==> src/sv/tick_calendar_clock_macros.svh <==
// assertion macros for the tick calendar clock
// used by tick_calendar_clock.sv; expects clk and rst_n in scope
`ifndef TICK_CALENDAR_CLOCK_MACROS_SVH
`define TICK_CALENDAR_CLOCK_MACROS_SVH
`ifndef SYNTHESIS
// same-cycle implication
`define TCC_ASSERT_IMPL(lbl, ante, cons) \
    lbl: assert property (@(posedge clk) disable iff (!rst_n) (ante) |-> (cons)) \
        else $error("tick calendar clock check failed");
// next-cycle implication
`define TCC_ASSERT_NEXT(lbl, ante, cons) \
    lbl: assert property (@(posedge clk) disable iff (!rst_n) (ante) |=> (cons)) \
        else $error("tick calendar clock check failed");
`else
`define TCC_ASSERT_IMPL(lbl, ante, cons)
`define TCC_ASSERT_NEXT(lbl, ante, cons)
`endif
`endif

==> src/sv/tcc_pkg.sv <==
// package for the tick calendar clock: op codes, calendar constants, month table
// no dependencies
`default_nettype none

package tcc_pkg;

    typedef enum logic [1:0] {
        OP_SET    = 2'd0,
        OP_READ   = 2'd1,
        OP_REBASE = 2'd2
    } op_t;

    localparam int unsigned TICK_HZ_DEF = 1193182;

    // divisor and remainder width of the serial divider (tick rate up to 1e9)
    localparam int unsigned DIV_W  = 30;
    localparam int unsigned CNT_W  = 7;

    localparam int unsigned CS_PER_DAY  = 8640000;
    localparam int unsigned CS_PER_HOUR = 360000;
    localparam int unsigned CS_PER_MIN  = 6000;
    localparam int unsigned CS_PER_SEC  = 100;
    localparam int unsigned EPOCH_DAYS  = 3652;
    localparam int unsigned SHIFT_DAYS  = 719468;
    localparam int unsigned ERA_DAYS    = 146097;
    // shift plus epoch offset, subtracted when a date becomes a day count
    localparam int unsigned SET_OFFSET  = 723120;

    localparam logic [4:0] MONTH_DAYS [12] = '{
        5'd31, 5'd28, 5'd31, 5'd30, 5'd31, 5'd30,
        5'd31, 5'd31, 5'd30, 5'd31, 5'd30, 5'd31
    };

endpackage

`default_nettype wire

==> src/sv/tick_calendar_clock.sv <==
// tick calendar clock: base time keeping, date checking and calendar conversion
// depends on tcc_pkg and tick_calendar_clock_macros.svh
//
// usage
//   command channel: drive op, now_tick and the set_* fields with start high while
//   busy is low; the word is taken at that edge. op set checks the date and time
//   and stores a new base, op read returns date, weekday and time, op rebase folds
//   the elapsed time into the base and zeroes the base tick.
//   result channel: done is high for exactly one cycle with the result word on
//   accepted and the date/time ports. the receiver cannot stall: the word is gone
//   after that cycle. set and rebase return only accepted, the rest reads zero.
//   configuration: apb port, earliest_year at 0x0, latest_year at 0x4; the user
//   writes them only while the clock is idle, which the block does not enforce.
// divider
//   every division runs through one shared radix-2 divider, one quotient bit per
//   cycle, so the divisions set the run time of an op; a set rejected on the window
//   or the time fields ends before any division, one rejected on the day after the
//   leap-year divisions by 400 and 100, and op 3 is answered straight from idle. one
//   word is in flight at a time; done and a new start may share a cycle.
// reset
//   base at 1980-01-01 00:00:00.00, base tick zero, year window 1980 to 2099.
`default_nettype none
`include "tick_calendar_clock_macros.svh"

module tick_calendar_clock #(
    parameter int unsigned TICK_HZ = tcc_pkg::TICK_HZ_DEF
) (
    input  wire logic        clk,
    input  wire logic        rst_n,
    // command
    input  wire logic        start,
    output logic             busy,
    input  wire logic [1:0]  op,
    input  wire logic [63:0] now_tick,
    input  wire logic [15:0] set_year,
    input  wire logic [3:0]  set_month,
    input  wire logic [4:0]  set_day,
    input  wire logic [4:0]  set_hour,
    input  wire logic [5:0]  set_minute,
    input  wire logic [5:0]  set_second,
    input  wire logic [6:0]  set_hundredth,
    // result
    output logic             done,
    output logic             accepted,
    output logic [15:0]      year,
    output logic [3:0]       month,
    output logic [4:0]       day,
    output logic [2:0]       weekday,
    output logic [4:0]       hour,
    output logic [5:0]       minute,
    output logic [5:0]       second,
    output logic [6:0]       hundredth,
    // configuration
    input  wire logic        psel,
    input  wire logic        penable,
    input  wire logic        pwrite,
    input  wire logic [2:0]  paddr,
    input  wire logic [31:0] pwdata,
    output logic [31:0]      prdata,
    output logic             pready
);
    import tcc_pkg::*;

    typedef enum logic [4:0] {
        ST_IDLE,
        // set sequence
        S_CHK, S_M400, S_M100, S_DAYCHK, S_ERA, S_DOY, S_Y100, S_DAYS, S_MUL,
        S_ADD_H, S_ADD_M, S_ADD_S,
        // read and rebase sequence
        R_DELTA, R_DHZ, R_MULA, R_MULB, R_DFRAC, R_BASE, R_DDAY, R_DWD, R_DERA,
        R_D1460, R_D36524, R_D146096, R_D365, R_DY100, R_DMP, R_DD, R_DH, R_DMI,
        R_DS
    } state_t;

    localparam logic [DIV_W-1:0] HZ_DIV = DIV_W'(TICK_HZ);

    state_t state_reg, state_next;
    logic   done_reg, done_next;

    // result word
    logic        accepted_reg, accepted_next;
    logic [15:0] year_reg, year_next;
    logic [3:0]  month_reg, month_next;
    logic [4:0]  day_reg, day_next;
    logic [2:0]  weekday_reg, weekday_next;
    logic [4:0]  hour_reg, hour_next;
    logic [5:0]  minute_reg, minute_next;
    logic [5:0]  second_reg, second_next;
    logic [6:0]  hundredth_reg, hundredth_next;

    // command word held for the whole operation
    logic [1:0]  op_reg, op_next;
    logic [63:0] now_reg, now_next;
    logic [15:0] yr_reg, yr_next;
    logic [3:0]  mo_reg, mo_next;
    logic [4:0]  dy_reg, dy_next;
    logic [4:0]  hh_reg, hh_next;
    logic [5:0]  mi_reg, mi_next;
    logic [5:0]  ss_reg, ss_next;
    logic [6:0]  cs_reg, cs_next;

    // configuration and clock state
    logic [13:0] earliest_reg, earliest_next;
    logic [13:0] latest_reg, latest_next;
    logic [63:0] base_cs_reg, base_cs_next;
    logic [63:0] base_tick_reg, base_tick_next;

    // working registers
    logic [63:0] acc_reg, acc_next;
    logic [63:0] tmp_reg, tmp_next;
    logic [63:0] q_reg, q_next;
    logic [23:0] rest_reg, rest_next;
    logic [15:0] era_reg, era_next;
    logic [17:0] doe_reg, doe_next;
    logic [17:0] w_reg, w_next;
    logic [8:0]  yoe_reg, yoe_next;
    logic [8:0]  doy_reg, doy_next;
    logic [3:0]  mp_reg, mp_next;
    logic        r400z_reg, r400z_next;
    logic        r100z_reg, r100z_next;

    // serial divider
    logic             dv_active_reg, dv_active_next;
    logic [CNT_W-1:0] dv_cnt_reg, dv_cnt_next;
    logic [63:0]      dv_num_reg, dv_num_next;
    logic [DIV_W-1:0] dv_rem_reg, dv_rem_next;

    logic             is_div;
    logic [63:0]      dv_num_in;
    logic [DIV_W-1:0] dv_den;
    logic [CNT_W-1:0] dv_len;
    logic [DIV_W:0]   dv_trial;
    logic [DIV_W:0]   dv_sub;
    logic             dv_ge;
    logic             dv_fin;
    logic [63:0]      dq;
    logic [DIV_W-1:0] dr;

    logic             cfg_wr;
    logic             leap;
    logic [4:0]       mlen;
    logic [3:0]       mp_set;
    logic [3:0]       mo_out;
    logic signed [31:0] set_days;
    logic signed [55:0] set_prod;

    assign busy      = (state_reg != ST_IDLE);
    assign done      = done_reg;
    assign accepted  = accepted_reg;
    assign year      = year_reg;
    assign month     = month_reg;
    assign day       = day_reg;
    assign weekday   = weekday_reg;
    assign hour      = hour_reg;
    assign minute    = minute_reg;
    assign second    = second_reg;
    assign hundredth = hundredth_reg;

    // apb: registers decoded on the word address bit
    assign pready = 1'b1;
    assign prdata = paddr[2] ? {18'd0, latest_reg} : {18'd0, earliest_reg};
    assign cfg_wr = psel & penable & pwrite & pready;

    // divider operands for each dividing step
    always_comb
    begin
        is_div    = 1'b1;
        dv_num_in = '0;
        dv_den    = '0;
        dv_len    = '0;
        unique case (state_reg)
            S_M400:
            begin
                dv_num_in = {48'd0, yr_reg};
                dv_den    = DIV_W'(400);
                dv_len    = CNT_W'(16);
            end
            S_M100:
            begin
                dv_num_in = {48'd0, yr_reg};
                dv_den    = DIV_W'(100);
                dv_len    = CNT_W'(16);
            end
            S_ERA:
            begin
                dv_num_in = {48'd0, yr_reg - {15'd0, (mo_reg <= 4'd2)}};
                dv_den    = DIV_W'(400);
                dv_len    = CNT_W'(16);
            end
            S_DOY:
            begin
                dv_num_in = {53'd0, 11'(mp_set * 8'd153) + 11'd2};
                dv_den    = DIV_W'(5);
                dv_len    = CNT_W'(11);
            end
            S_Y100, R_DY100:
            begin
                dv_num_in = {55'd0, yoe_reg};
                dv_den    = DIV_W'(100);
                dv_len    = CNT_W'(9);
            end
            R_DHZ:
            begin
                dv_num_in = tmp_reg;
                dv_den    = HZ_DIV;
                dv_len    = CNT_W'(64);
            end
            R_DFRAC:
            begin
                dv_num_in = tmp_reg;
                dv_den    = HZ_DIV;
                dv_len    = CNT_W'(37);
            end
            R_DDAY:
            begin
                dv_num_in = acc_reg;
                dv_den    = DIV_W'(CS_PER_DAY);
                dv_len    = CNT_W'(64);
            end
            R_DWD:
            begin
                dv_num_in = tmp_reg + 64'd4;
                dv_den    = DIV_W'(7);
                dv_len    = CNT_W'(42);
            end
            R_DERA:
            begin
                dv_num_in = tmp_reg;
                dv_den    = DIV_W'(ERA_DAYS);
                dv_len    = CNT_W'(42);
            end
            R_D1460:
            begin
                dv_num_in = {46'd0, doe_reg};
                dv_den    = DIV_W'(1460);
                dv_len    = CNT_W'(18);
            end
            R_D36524:
            begin
                dv_num_in = {46'd0, doe_reg};
                dv_den    = DIV_W'(36524);
                dv_len    = CNT_W'(18);
            end
            R_D146096:
            begin
                dv_num_in = {46'd0, doe_reg};
                dv_den    = DIV_W'(146096);
                dv_len    = CNT_W'(18);
            end
            R_D365:
            begin
                dv_num_in = {46'd0, w_reg};
                dv_den    = DIV_W'(365);
                dv_len    = CNT_W'(18);
            end
            R_DMP:
            begin
                dv_num_in = {53'd0, 11'(doy_reg * 3'd5) + 11'd2};
                dv_den    = DIV_W'(153);
                dv_len    = CNT_W'(11);
            end
            R_DD:
            begin
                dv_num_in = {53'd0, 11'(mp_reg * 8'd153) + 11'd2};
                dv_den    = DIV_W'(5);
                dv_len    = CNT_W'(11);
            end
            R_DH:
            begin
                dv_num_in = {40'd0, rest_reg};
                dv_den    = DIV_W'(CS_PER_HOUR);
                dv_len    = CNT_W'(24);
            end
            R_DMI:
            begin
                dv_num_in = {40'd0, rest_reg};
                dv_den    = DIV_W'(CS_PER_MIN);
                dv_len    = CNT_W'(19);
            end
            R_DS:
            begin
                dv_num_in = {40'd0, rest_reg};
                dv_den    = DIV_W'(CS_PER_SEC);
                dv_len    = CNT_W'(13);
            end
            default:
            begin
                is_div = 1'b0;
            end
        endcase
    end

    // one quotient bit per cycle
    assign dv_trial = {dv_rem_reg, dv_num_reg[63]};
    assign dv_sub   = dv_trial - {1'b0, dv_den};
    assign dv_ge    = (dv_trial >= {1'b0, dv_den});
    assign dv_fin   = is_div & dv_active_reg & (dv_cnt_reg == '0);
    assign dq       = dv_num_reg;
    assign dr       = dv_rem_reg;

    // calendar helpers
    assign leap   = ((yr_reg[1:0] == 2'd0) && !r100z_reg) || r400z_reg;
    assign mlen   = ((mo_reg == 4'd2) && leap) ? 5'd29 : MONTH_DAYS[mo_reg - 4'd1];
    assign mp_set = (mo_reg > 4'd2) ? mo_reg - 4'd3 : mo_reg + 4'd9;
    assign mo_out = (mp_reg < 4'd10) ? mp_reg + 4'd3 : mp_reg - 4'd9;
    assign set_days = $signed({{16{era_reg[15]}}, era_reg}) * 32'sd146097
                    + $signed({14'd0, doe_reg}) - $signed(32'(SET_OFFSET));
    assign set_prod = $signed(tmp_reg[31:0]) * $signed(25'(CS_PER_DAY));

    always_comb
    begin
        state_next     = state_reg;
        done_next      = 1'b0;
        accepted_next  = accepted_reg;
        year_next      = year_reg;
        month_next     = month_reg;
        day_next       = day_reg;
        weekday_next   = weekday_reg;
        hour_next      = hour_reg;
        minute_next    = minute_reg;
        second_next    = second_reg;
        hundredth_next = hundredth_reg;
        op_next        = op_reg;
        now_next       = now_reg;
        yr_next        = yr_reg;
        mo_next        = mo_reg;
        dy_next        = dy_reg;
        hh_next        = hh_reg;
        mi_next        = mi_reg;
        ss_next        = ss_reg;
        cs_next        = cs_reg;
        earliest_next  = earliest_reg;
        latest_next    = latest_reg;
        base_cs_next   = base_cs_reg;
        base_tick_next = base_tick_reg;
        acc_next       = acc_reg;
        tmp_next       = tmp_reg;
        q_next         = q_reg;
        rest_next      = rest_reg;
        era_next       = era_reg;
        doe_next       = doe_reg;
        w_next         = w_reg;
        yoe_next       = yoe_reg;
        doy_next       = doy_reg;
        mp_next        = mp_reg;
        r400z_next     = r400z_reg;
        r100z_next     = r100z_reg;
        dv_active_next = dv_active_reg;
        dv_cnt_next    = dv_cnt_reg;
        dv_num_next    = dv_num_reg;
        dv_rem_next    = dv_rem_reg;

        if (cfg_wr)
        begin
            if (paddr[2])
                latest_next = pwdata[13:0];
            else
                earliest_next = pwdata[13:0];
        end

        // divider: shift, load, release
        if (dv_active_reg && (dv_cnt_reg != '0))
        begin
            dv_rem_next = dv_ge ? dv_sub[DIV_W-1:0] : dv_trial[DIV_W-1:0];
            dv_num_next = {dv_num_reg[62:0], dv_ge};
            dv_cnt_next = dv_cnt_reg - CNT_W'(1);
        end
        if (is_div && !dv_active_reg)
        begin
            dv_active_next = 1'b1;
            dv_cnt_next    = dv_len;
            dv_num_next    = dv_num_in << (CNT_W'(64) - dv_len);
            dv_rem_next    = '0;
        end
        if (dv_fin)
            dv_active_next = 1'b0;

        unique case (state_reg)
            ST_IDLE:
            begin
                if (start)
                begin
                    op_next        = op;
                    now_next       = now_tick;
                    yr_next        = set_year;
                    mo_next        = set_month;
                    dy_next        = set_day;
                    hh_next        = set_hour;
                    mi_next        = set_minute;
                    ss_next        = set_second;
                    cs_next        = set_hundredth;
                    accepted_next  = 1'b0;
                    year_next      = '0;
                    month_next     = '0;
                    day_next       = '0;
                    weekday_next   = '0;
                    hour_next      = '0;
                    minute_next    = '0;
                    second_next    = '0;
                    hundredth_next = '0;
                    unique case (op) inside
                        OP_SET:
                            state_next = S_CHK;
                        OP_READ, OP_REBASE:
                            state_next = R_DELTA;
                        default:
                            done_next = 1'b1;
                    endcase
                end
            end

            // ---------------- set ----------------
            S_CHK:
            begin
                if ((yr_reg < {2'd0, earliest_reg}) || (yr_reg > {2'd0, latest_reg}) ||
                    (mo_reg < 4'd1) || (mo_reg > 4'd12) || (hh_reg > 5'd23) ||
                    (mi_reg > 6'd59) || (ss_reg > 6'd59) || (cs_reg > 7'd99))
                begin
                    done_next  = 1'b1;
                    state_next = ST_IDLE;
                end
                else
                begin
                    state_next = S_M400;
                end
            end
            S_M400:
            begin
                if (dv_fin)
                begin
                    r400z_next = (dr == '0);
                    state_next = S_M100;
                end
            end
            S_M100:
            begin
                if (dv_fin)
                begin
                    r100z_next = (dr == '0);
                    state_next = S_DAYCHK;
                end
            end
            S_DAYCHK:
            begin
                if ((dy_reg == 5'd0) || (dy_reg > mlen))
                begin
                    done_next  = 1'b1;
                    state_next = ST_IDLE;
                end
                else if ((yr_reg == 16'd0) && (mo_reg <= 4'd2))
                begin
                    // year before zero: era minus one, last year of that era
                    era_next   = '1;
                    yoe_next   = 9'd399;
                    state_next = S_DOY;
                end
                else
                begin
                    state_next = S_ERA;
                end
            end
            S_ERA:
            begin
                if (dv_fin)
                begin
                    era_next   = dq[15:0];
                    yoe_next   = dr[8:0];
                    state_next = S_DOY;
                end
            end
            S_DOY:
            begin
                if (dv_fin)
                begin
                    doy_next   = 9'(dq[8:0] + {4'd0, dy_reg} - 9'd1);
                    state_next = S_Y100;
                end
            end
            S_Y100:
            begin
                if (dv_fin)
                begin
                    doe_next   = 18'(yoe_reg) * 18'd365 + 18'(yoe_reg[8:2])
                               - 18'(dq[8:0]) + 18'(doy_reg);
                    state_next = S_DAYS;
                end
            end
            S_DAYS:
            begin
                tmp_next   = {32'd0, set_days};
                state_next = S_MUL;
            end
            S_MUL:
            begin
                acc_next   = {{8{set_prod[55]}}, set_prod};
                state_next = S_ADD_H;
            end
            S_ADD_H:
            begin
                acc_next   = acc_reg + {40'd0, 24'(hh_reg * 19'(CS_PER_HOUR))};
                state_next = S_ADD_M;
            end
            S_ADD_M:
            begin
                acc_next   = acc_reg + {40'd0, 24'(mi_reg * 13'(CS_PER_MIN))};
                state_next = S_ADD_S;
            end
            S_ADD_S:
            begin
                base_cs_next   = acc_reg + {51'd0, 13'(ss_reg * 7'(CS_PER_SEC))}
                               + {57'd0, cs_reg};
                base_tick_next = now_reg;
                accepted_next  = 1'b1;
                done_next      = 1'b1;
                state_next     = ST_IDLE;
            end

            // ---------------- read and rebase ----------------
            R_DELTA:
            begin
                tmp_next   = (now_reg >= base_tick_reg) ? now_reg - base_tick_reg : '0;
                state_next = R_DHZ;
            end
            R_DHZ:
            begin
                if (dv_fin)
                begin
                    q_next     = dq;
                    // leftover ticks scaled to centiseconds, below 2^37
                    tmp_next   = {27'd0, 37'(dr * 7'd100)};
                    state_next = R_MULA;
                end
            end
            R_MULA:
            begin
                acc_next   = {q_reg[57:0], 6'd0} + {q_reg[58:0], 5'd0};
                state_next = R_MULB;
            end
            R_MULB:
            begin
                acc_next   = acc_reg + {q_reg[61:0], 2'd0};
                state_next = R_DFRAC;
            end
            R_DFRAC:
            begin
                if (dv_fin)
                begin
                    acc_next   = acc_reg + dq;
                    state_next = R_BASE;
                end
            end
            R_BASE:
            begin
                if (op_reg == OP_REBASE)
                begin
                    base_cs_next   = base_cs_reg + acc_reg;
                    base_tick_next = '0;
                    accepted_next  = 1'b1;
                    done_next      = 1'b1;
                    state_next     = ST_IDLE;
                end
                else
                begin
                    acc_next   = base_cs_reg + acc_reg;
                    state_next = R_DDAY;
                end
            end
            R_DDAY:
            begin
                if (dv_fin)
                begin
                    tmp_next   = dq + 64'(EPOCH_DAYS);
                    rest_next  = dr[23:0];
                    state_next = R_DWD;
                end
            end
            R_DWD:
            begin
                if (dv_fin)
                begin
                    weekday_next = dr[2:0];
                    tmp_next     = tmp_reg + 64'(SHIFT_DAYS);
                    state_next   = R_DERA;
                end
            end
            R_DERA:
            begin
                if (dv_fin)
                begin
                    era_next   = dq[15:0];
                    doe_next   = dr[17:0];
                    state_next = R_D1460;
                end
            end
            R_D1460:
            begin
                if (dv_fin)
                begin
                    w_next     = doe_reg - dq[17:0];
                    state_next = R_D36524;
                end
            end
            R_D36524:
            begin
                if (dv_fin)
                begin
                    w_next     = w_reg + dq[17:0];
                    state_next = R_D146096;
                end
            end
            R_D146096:
            begin
                if (dv_fin)
                begin
                    w_next     = w_reg - dq[17:0];
                    state_next = R_D365;
                end
            end
            R_D365:
            begin
                if (dv_fin)
                begin
                    yoe_next   = dq[8:0];
                    state_next = R_DY100;
                end
            end
            R_DY100:
            begin
                if (dv_fin)
                begin
                    doy_next   = 9'(doe_reg - (18'(yoe_reg) * 18'd365
                               + 18'(yoe_reg[8:2]) - 18'(dq[8:0])));
                    state_next = R_DMP;
                end
            end
            R_DMP:
            begin
                if (dv_fin)
                begin
                    mp_next    = dq[3:0];
                    state_next = R_DD;
                end
            end
            R_DD:
            begin
                if (dv_fin)
                begin
                    day_next   = 5'(doy_reg - dq[8:0] + 9'd1);
                    month_next = mo_out;
                    year_next  = 16'(yoe_reg) + era_reg * 16'd400
                               + {15'd0, (mo_out <= 4'd2)};
                    state_next = R_DH;
                end
            end
            R_DH:
            begin
                if (dv_fin)
                begin
                    hour_next  = dq[4:0];
                    rest_next  = dr[23:0];
                    state_next = R_DMI;
                end
            end
            R_DMI:
            begin
                if (dv_fin)
                begin
                    minute_next = dq[5:0];
                    rest_next   = dr[23:0];
                    state_next  = R_DS;
                end
            end
            R_DS:
            begin
                if (dv_fin)
                begin
                    second_next    = dq[5:0];
                    hundredth_next = dr[6:0];
                    accepted_next  = 1'b1;
                    done_next      = 1'b1;
                    state_next     = ST_IDLE;
                end
            end
            default:
            begin
                state_next = ST_IDLE;
            end
        endcase
    end

    // state, result word and working registers
    always_ff @(posedge clk or negedge rst_n)
    begin
        if (!rst_n)
        begin
            state_reg     <= ST_IDLE;
            done_reg      <= 1'b0;
            dv_active_reg <= 1'b0;
            dv_cnt_reg    <= '0;
            earliest_reg  <= 14'd1980;
            latest_reg    <= 14'd2099;
            base_cs_reg   <= '0;
            base_tick_reg <= '0;
            accepted_reg  <= 1'b0;
            year_reg      <= '0;
            month_reg     <= '0;
            day_reg       <= '0;
            weekday_reg   <= '0;
            hour_reg      <= '0;
            minute_reg    <= '0;
            second_reg    <= '0;
            hundredth_reg <= '0;
            op_reg        <= '0;
            now_reg       <= '0;
            yr_reg        <= '0;
            mo_reg        <= '0;
            dy_reg        <= '0;
            hh_reg        <= '0;
            mi_reg        <= '0;
            ss_reg        <= '0;
            cs_reg        <= '0;
            acc_reg       <= '0;
            tmp_reg       <= '0;
            q_reg         <= '0;
            rest_reg      <= '0;
            era_reg       <= '0;
            doe_reg       <= '0;
            w_reg         <= '0;
            yoe_reg       <= '0;
            doy_reg       <= '0;
            mp_reg        <= '0;
            r400z_reg     <= 1'b0;
            r100z_reg     <= 1'b0;
            dv_num_reg    <= '0;
            dv_rem_reg    <= '0;
        end
        else
        begin
            state_reg     <= state_next;
            done_reg      <= done_next;
            dv_active_reg <= dv_active_next;
            dv_cnt_reg    <= dv_cnt_next;
            earliest_reg  <= earliest_next;
            latest_reg    <= latest_next;
            base_cs_reg   <= base_cs_next;
            base_tick_reg <= base_tick_next;
            accepted_reg  <= accepted_next;
            year_reg      <= year_next;
            month_reg     <= month_next;
            day_reg       <= day_next;
            weekday_reg   <= weekday_next;
            hour_reg      <= hour_next;
            minute_reg    <= minute_next;
            second_reg    <= second_next;
            hundredth_reg <= hundredth_next;
            op_reg        <= op_next;
            now_reg       <= now_next;
            yr_reg        <= yr_next;
            mo_reg        <= mo_next;
            dy_reg        <= dy_next;
            hh_reg        <= hh_next;
            mi_reg        <= mi_next;
            ss_reg        <= ss_next;
            cs_reg        <= cs_next;
            acc_reg       <= acc_next;
            tmp_reg       <= tmp_next;
            q_reg         <= q_next;
            rest_reg      <= rest_next;
            era_reg       <= era_next;
            doe_reg       <= doe_next;
            w_reg         <= w_next;
            yoe_reg       <= yoe_next;
            doy_reg       <= doy_next;
            mp_reg        <= mp_next;
            r400z_reg     <= r400z_next;
            r100z_reg     <= r100z_next;
            dv_num_reg    <= dv_num_next;
            dv_rem_reg    <= dv_rem_next;
        end
    end

    // checks
    `TCC_ASSERT_IMPL(a_done_idle, done_reg, state_reg == ST_IDLE)
    `TCC_ASSERT_NEXT(a_start_moves, start && !busy, busy || done_reg)
    `TCC_ASSERT_IMPL(a_quiet_word, done_reg && op_reg != OP_READ, year_reg == '0 && hour_reg == '0)
    `TCC_ASSERT_IMPL(a_div_in_op, dv_active_reg, state_reg != ST_IDLE)

endmodule

`default_nettype wire

==> config.mk <==
export PLATFORM = sky130hd
export DESIGN_NAME = tick_calendar_clock
export DESIGN_NICKNAME = d
export VERILOG_FILES = /design/src/sv/tcc_pkg.sv /design/src/sv/tick_calendar_clock.sv
export VERILOG_INCLUDE_DIRS = /design/src /design/src/sv
export SDC_FILE = /design/constraint.sdc
export NUM_CORES = 2
export LEC_CHECK = 0
export ABC_CLOCK_PERIOD_IN_PS = 6040
export CORE_UTILIZATION = 40
export CTS_BUF_LIST = sky130_fd_sc_hd__clkbuf_4 sky130_fd_sc_hd__clkbuf_8 sky130_fd_sc_hd__clkbuf_16
export DETAILED_ROUTE_END_ITERATION = 8
export DONT_BUFFER_PORTS = 1
export PLACE_DENSITY_LB_ADDON = 0.3
export SETUP_SLACK_MARGIN = 0.02
export SLEW_MARGIN = 20
export SYNTH_ARGS = -nofsm -noshare
export SYNTH_HDL_FRONTEND = slang
export SYNTH_SLANG_ARGS = --single-unit
==> constraint.sdc <==
create_clock -name clk -period 6.04 [get_ports clk]
set_input_delay 0.906 -clock clk [delete_from_list [all_inputs] [get_ports clk]]
set_output_delay 0.906 -clock clk [all_outputs]
set_load 0.05 [all_outputs]
==> results.toml <==
[clock_network]
cts_max_level = 3
clk_pin_slew_worst_paths_ns = 0.06
clock_sinks = 722
clock_path_buffers = 3
root_buffer = "clkbuf_16"
cts_buffers = 102
insertion_delay_ns = 0.84
cts_tree = "done"

[run_status]
outcome = "finished, violations left"
violations = "negative setup slack"

[sta]
rsz0062_at_grt = "yes"
clock_skew_ns = 0.08442
slew_headroom_pct = 9.330
fin_tns_setup_ns = -5.663
timing.final.crit_share_pct = 104.5
worst_pin_slew_ns = 1.360
slew_viol_final = 0
finalSetupViolCount = 38
max_freq_mhz = 158.5
post-route-min-period_ns = 6.311
fin_ws_ns = -0.2707
final_hold_viol_count = 0
whs_ns = 0.01641

[synth]
ys_ff_latch = 722
synth_edf_count = 0
yosysTopAreaCellShare_pct = 18.26
synthTopCellsByArea = "dfrtp_1 (18%), ha_1 (16%), fa_1 (8.5%)"
syn_avg_cell_area_um2 = 8.184
synth_flop_cell = "dfrtp_1"
seq_area_frac_synth_pct = 18.61
async_flop_share_pct = 100.0
yosysTopAreaCell = "dfrtp_1"
synth.distinct_cells = 118
synth_area_mm2 = 0.09715
synth_cells = 11870
synth_warnings = 0

[setup_path]
path_class = "flip-flop to flip-flop"
cp_slowest_stage_delay_ns = 0.52
crit_slowest_cell = "dfrtp_2"
critical_path.endpoint_type = "flip-flop"
cp-startpoint = "tmp_reg[16]$_DFFE_PN0P_"
r2r-start = "tmp_reg[16]$_DFFE_PN0P_"
required_ns = 6.72
crit_end = "acc_reg[46]$_DFFE_PN0P_"
path_buf_inv = 8
rrSetupSlack_ns = -0.27
cp_num_cells = 26
cp.arrival_ns = 6.99
r2r_cells = 26
critPathLaunchType = "flip-flop"
path_delay_family = "adder cells"
path_common_cell = "fa_1"
r2r_end = "acc_reg[46]$_DFFE_PN0P_"
critPathMaxFanout = 8

[routing]
drt_iter0_markers = 12010
route.detailed.drc = 0
firstDrtPassIters = 7
vias = 100200
viasPerCell = 6.315
drt_wl_total_um = 497000
wire_per_inst_um = 31.34
ant_nets = 0

[die]
start_util_pct = 40.31
row_count = 180
coreArea_mm2 = 0.2410
dieArea_mm2 = 0.2448
io_pins = 244
die_w_um = 494.8
fp.dieH_um = 494.8

[cells_and_area]
drive_gt1_share_pct = 17.31
stdcell_count = 15860
mostFrequentLayoutCells = "ha_1 (1170), buf_4 (1113), inv_1 (1098), nand2_1 (964), a21oi_1 (847)"
area_growth_pct = 18.21
final_common_cell = "ha_1"
nNetsFinal = 14360

[power_and_ir_drop]
p_leak_nw = 56.28
ir_drop_mv = 0.2517
total_power_w = 0.01219
power.density_mw_per_mm2 = 106.2

[grt]
grt_remaining_overflow = 0
antenna_found_initial = 51
grt_pass1_wl_um = 705000
grt_usage_pct = 39.66
grt_pass1_vias = 97560
grt_max_degree = 723

[place]
dp.final_hpwl_um = 400700
io_buffers = 0
dp.cells = 15540
routabilityCongestion = 1.085

[min_path]
hold_class = "primary input to asynchronous set/reset pin"

[run]
drv_cap = 0
-- report_power, final --
group	switching, W	internal, W
logic	0.000288	0.0000893
clock network	0.00293	0.00397
registers	0.0000266	0.00489
total	0.00324	0.00895
-- stage by stage --
stage	instance area (um^2)	setup WS (ns)	utilization, %
after floorplan	97400	-0.04273	-
after global placement	107700	-0.7532	44.69
after detailed placement	107700	-0.8128	44.69
after CTS	113300	-0.2805	47.01
after global routing	114800	-0.5577	47.64
final	114800	-0.2707	47.65
-- how the worst min path moves through the flow --
| stage | from | to | slack (ns) |
|---|---|---|---|
| CTS | rst_n | now_reg[46]$_DFFE_PN0P_ | -0.24 |
| global placement | op_reg[0]$_DFFE_PN0P_ | op_reg[0]$_DFFE_PN0P_ | 0.46 |
| detailed placement | base_cs_reg[56]$_DFFE_PN0P_ | base_cs_reg[56]$_DFFE_PN0P_ | 0.47 |
| floorplan | op_reg[0]$_DFFE_PN0P_ | op_reg[0]$_DFFE_PN0P_ | 0.44 |
| finish | rst_n | base_tick_reg[42]$_DFFE_PN0P_ | 0.02 |
| global route | rst_n | base_tick_reg[42]$_DFFE_PN0P_ | 0.07 |
-- synth_stat cells (all sizes together), types with 285 or more instances --
cell / instances
o21ai: 792
nand2: 980
clkbuf: 485
inv: 1124
fa: 412
nor2: 749
dfrtp: 709
ha: 1220
xor2: 285
nand3: 298
a21o: 332
xnor2: 511
a21oi: 894
-- area by class of cell --
| cell class | count | area [um^2] |
|---|---|---|
| diodes | 19 | 47.55 |
| clock buffers | 137 | 2940 |
| clock inverters | 55 | 785.8 |
| fillers | 23450 | 126100 |
| inverters | 1127 | 4240 |
| multi-input cells | 9402 | 74800 |
| flip-flops and latches | 722 | 18120 |
| well taps | 3185 | 3985 |
| repair buffers | 1215 | 9923 |
-- layer usage --
metal  vias to the layer above  wire [um]  track usage [%]
met3                      1165      48050            9.035
met2                      5219     209500            59.58
li1                      44000          -                -
met5                         -        219                0
met4                        34      31710            20.87
met1                     49750     207500            52.76
-- repair_timing --
item                                   4_1_cts  5_1_grt
setup buffers                               77       42
gates resized for setup                    279      238
cloned                                       1        0
pin swaps                                  188      190
endpoints found under the hold margin      564       42
setup endpoints to repair                   56       90
-- logic make-up (layout without fill, tap and decap cells) --
| group | count (synthesis) | after routing | synth area share [%] |
|---|---|---|---|
| xor+xnor | 797 | 797 | 7.207 |
| simple gates | 3098 | 3098 | 15.25 |
| fa+ha+maj | 1632 | 1632 | 24.20 |
| buf+inv | 1763 | 2534 | 7.050 |
| compound gates | 3496 | 3496 | 23.46 |
| flops | 722 | 722 | 18.61 |
| mux | 360 | 360 | 4.206 |
| other cells | 2 | 38 | 0.007731 |
Note: power is estimated with default switching activity, not from simulation.
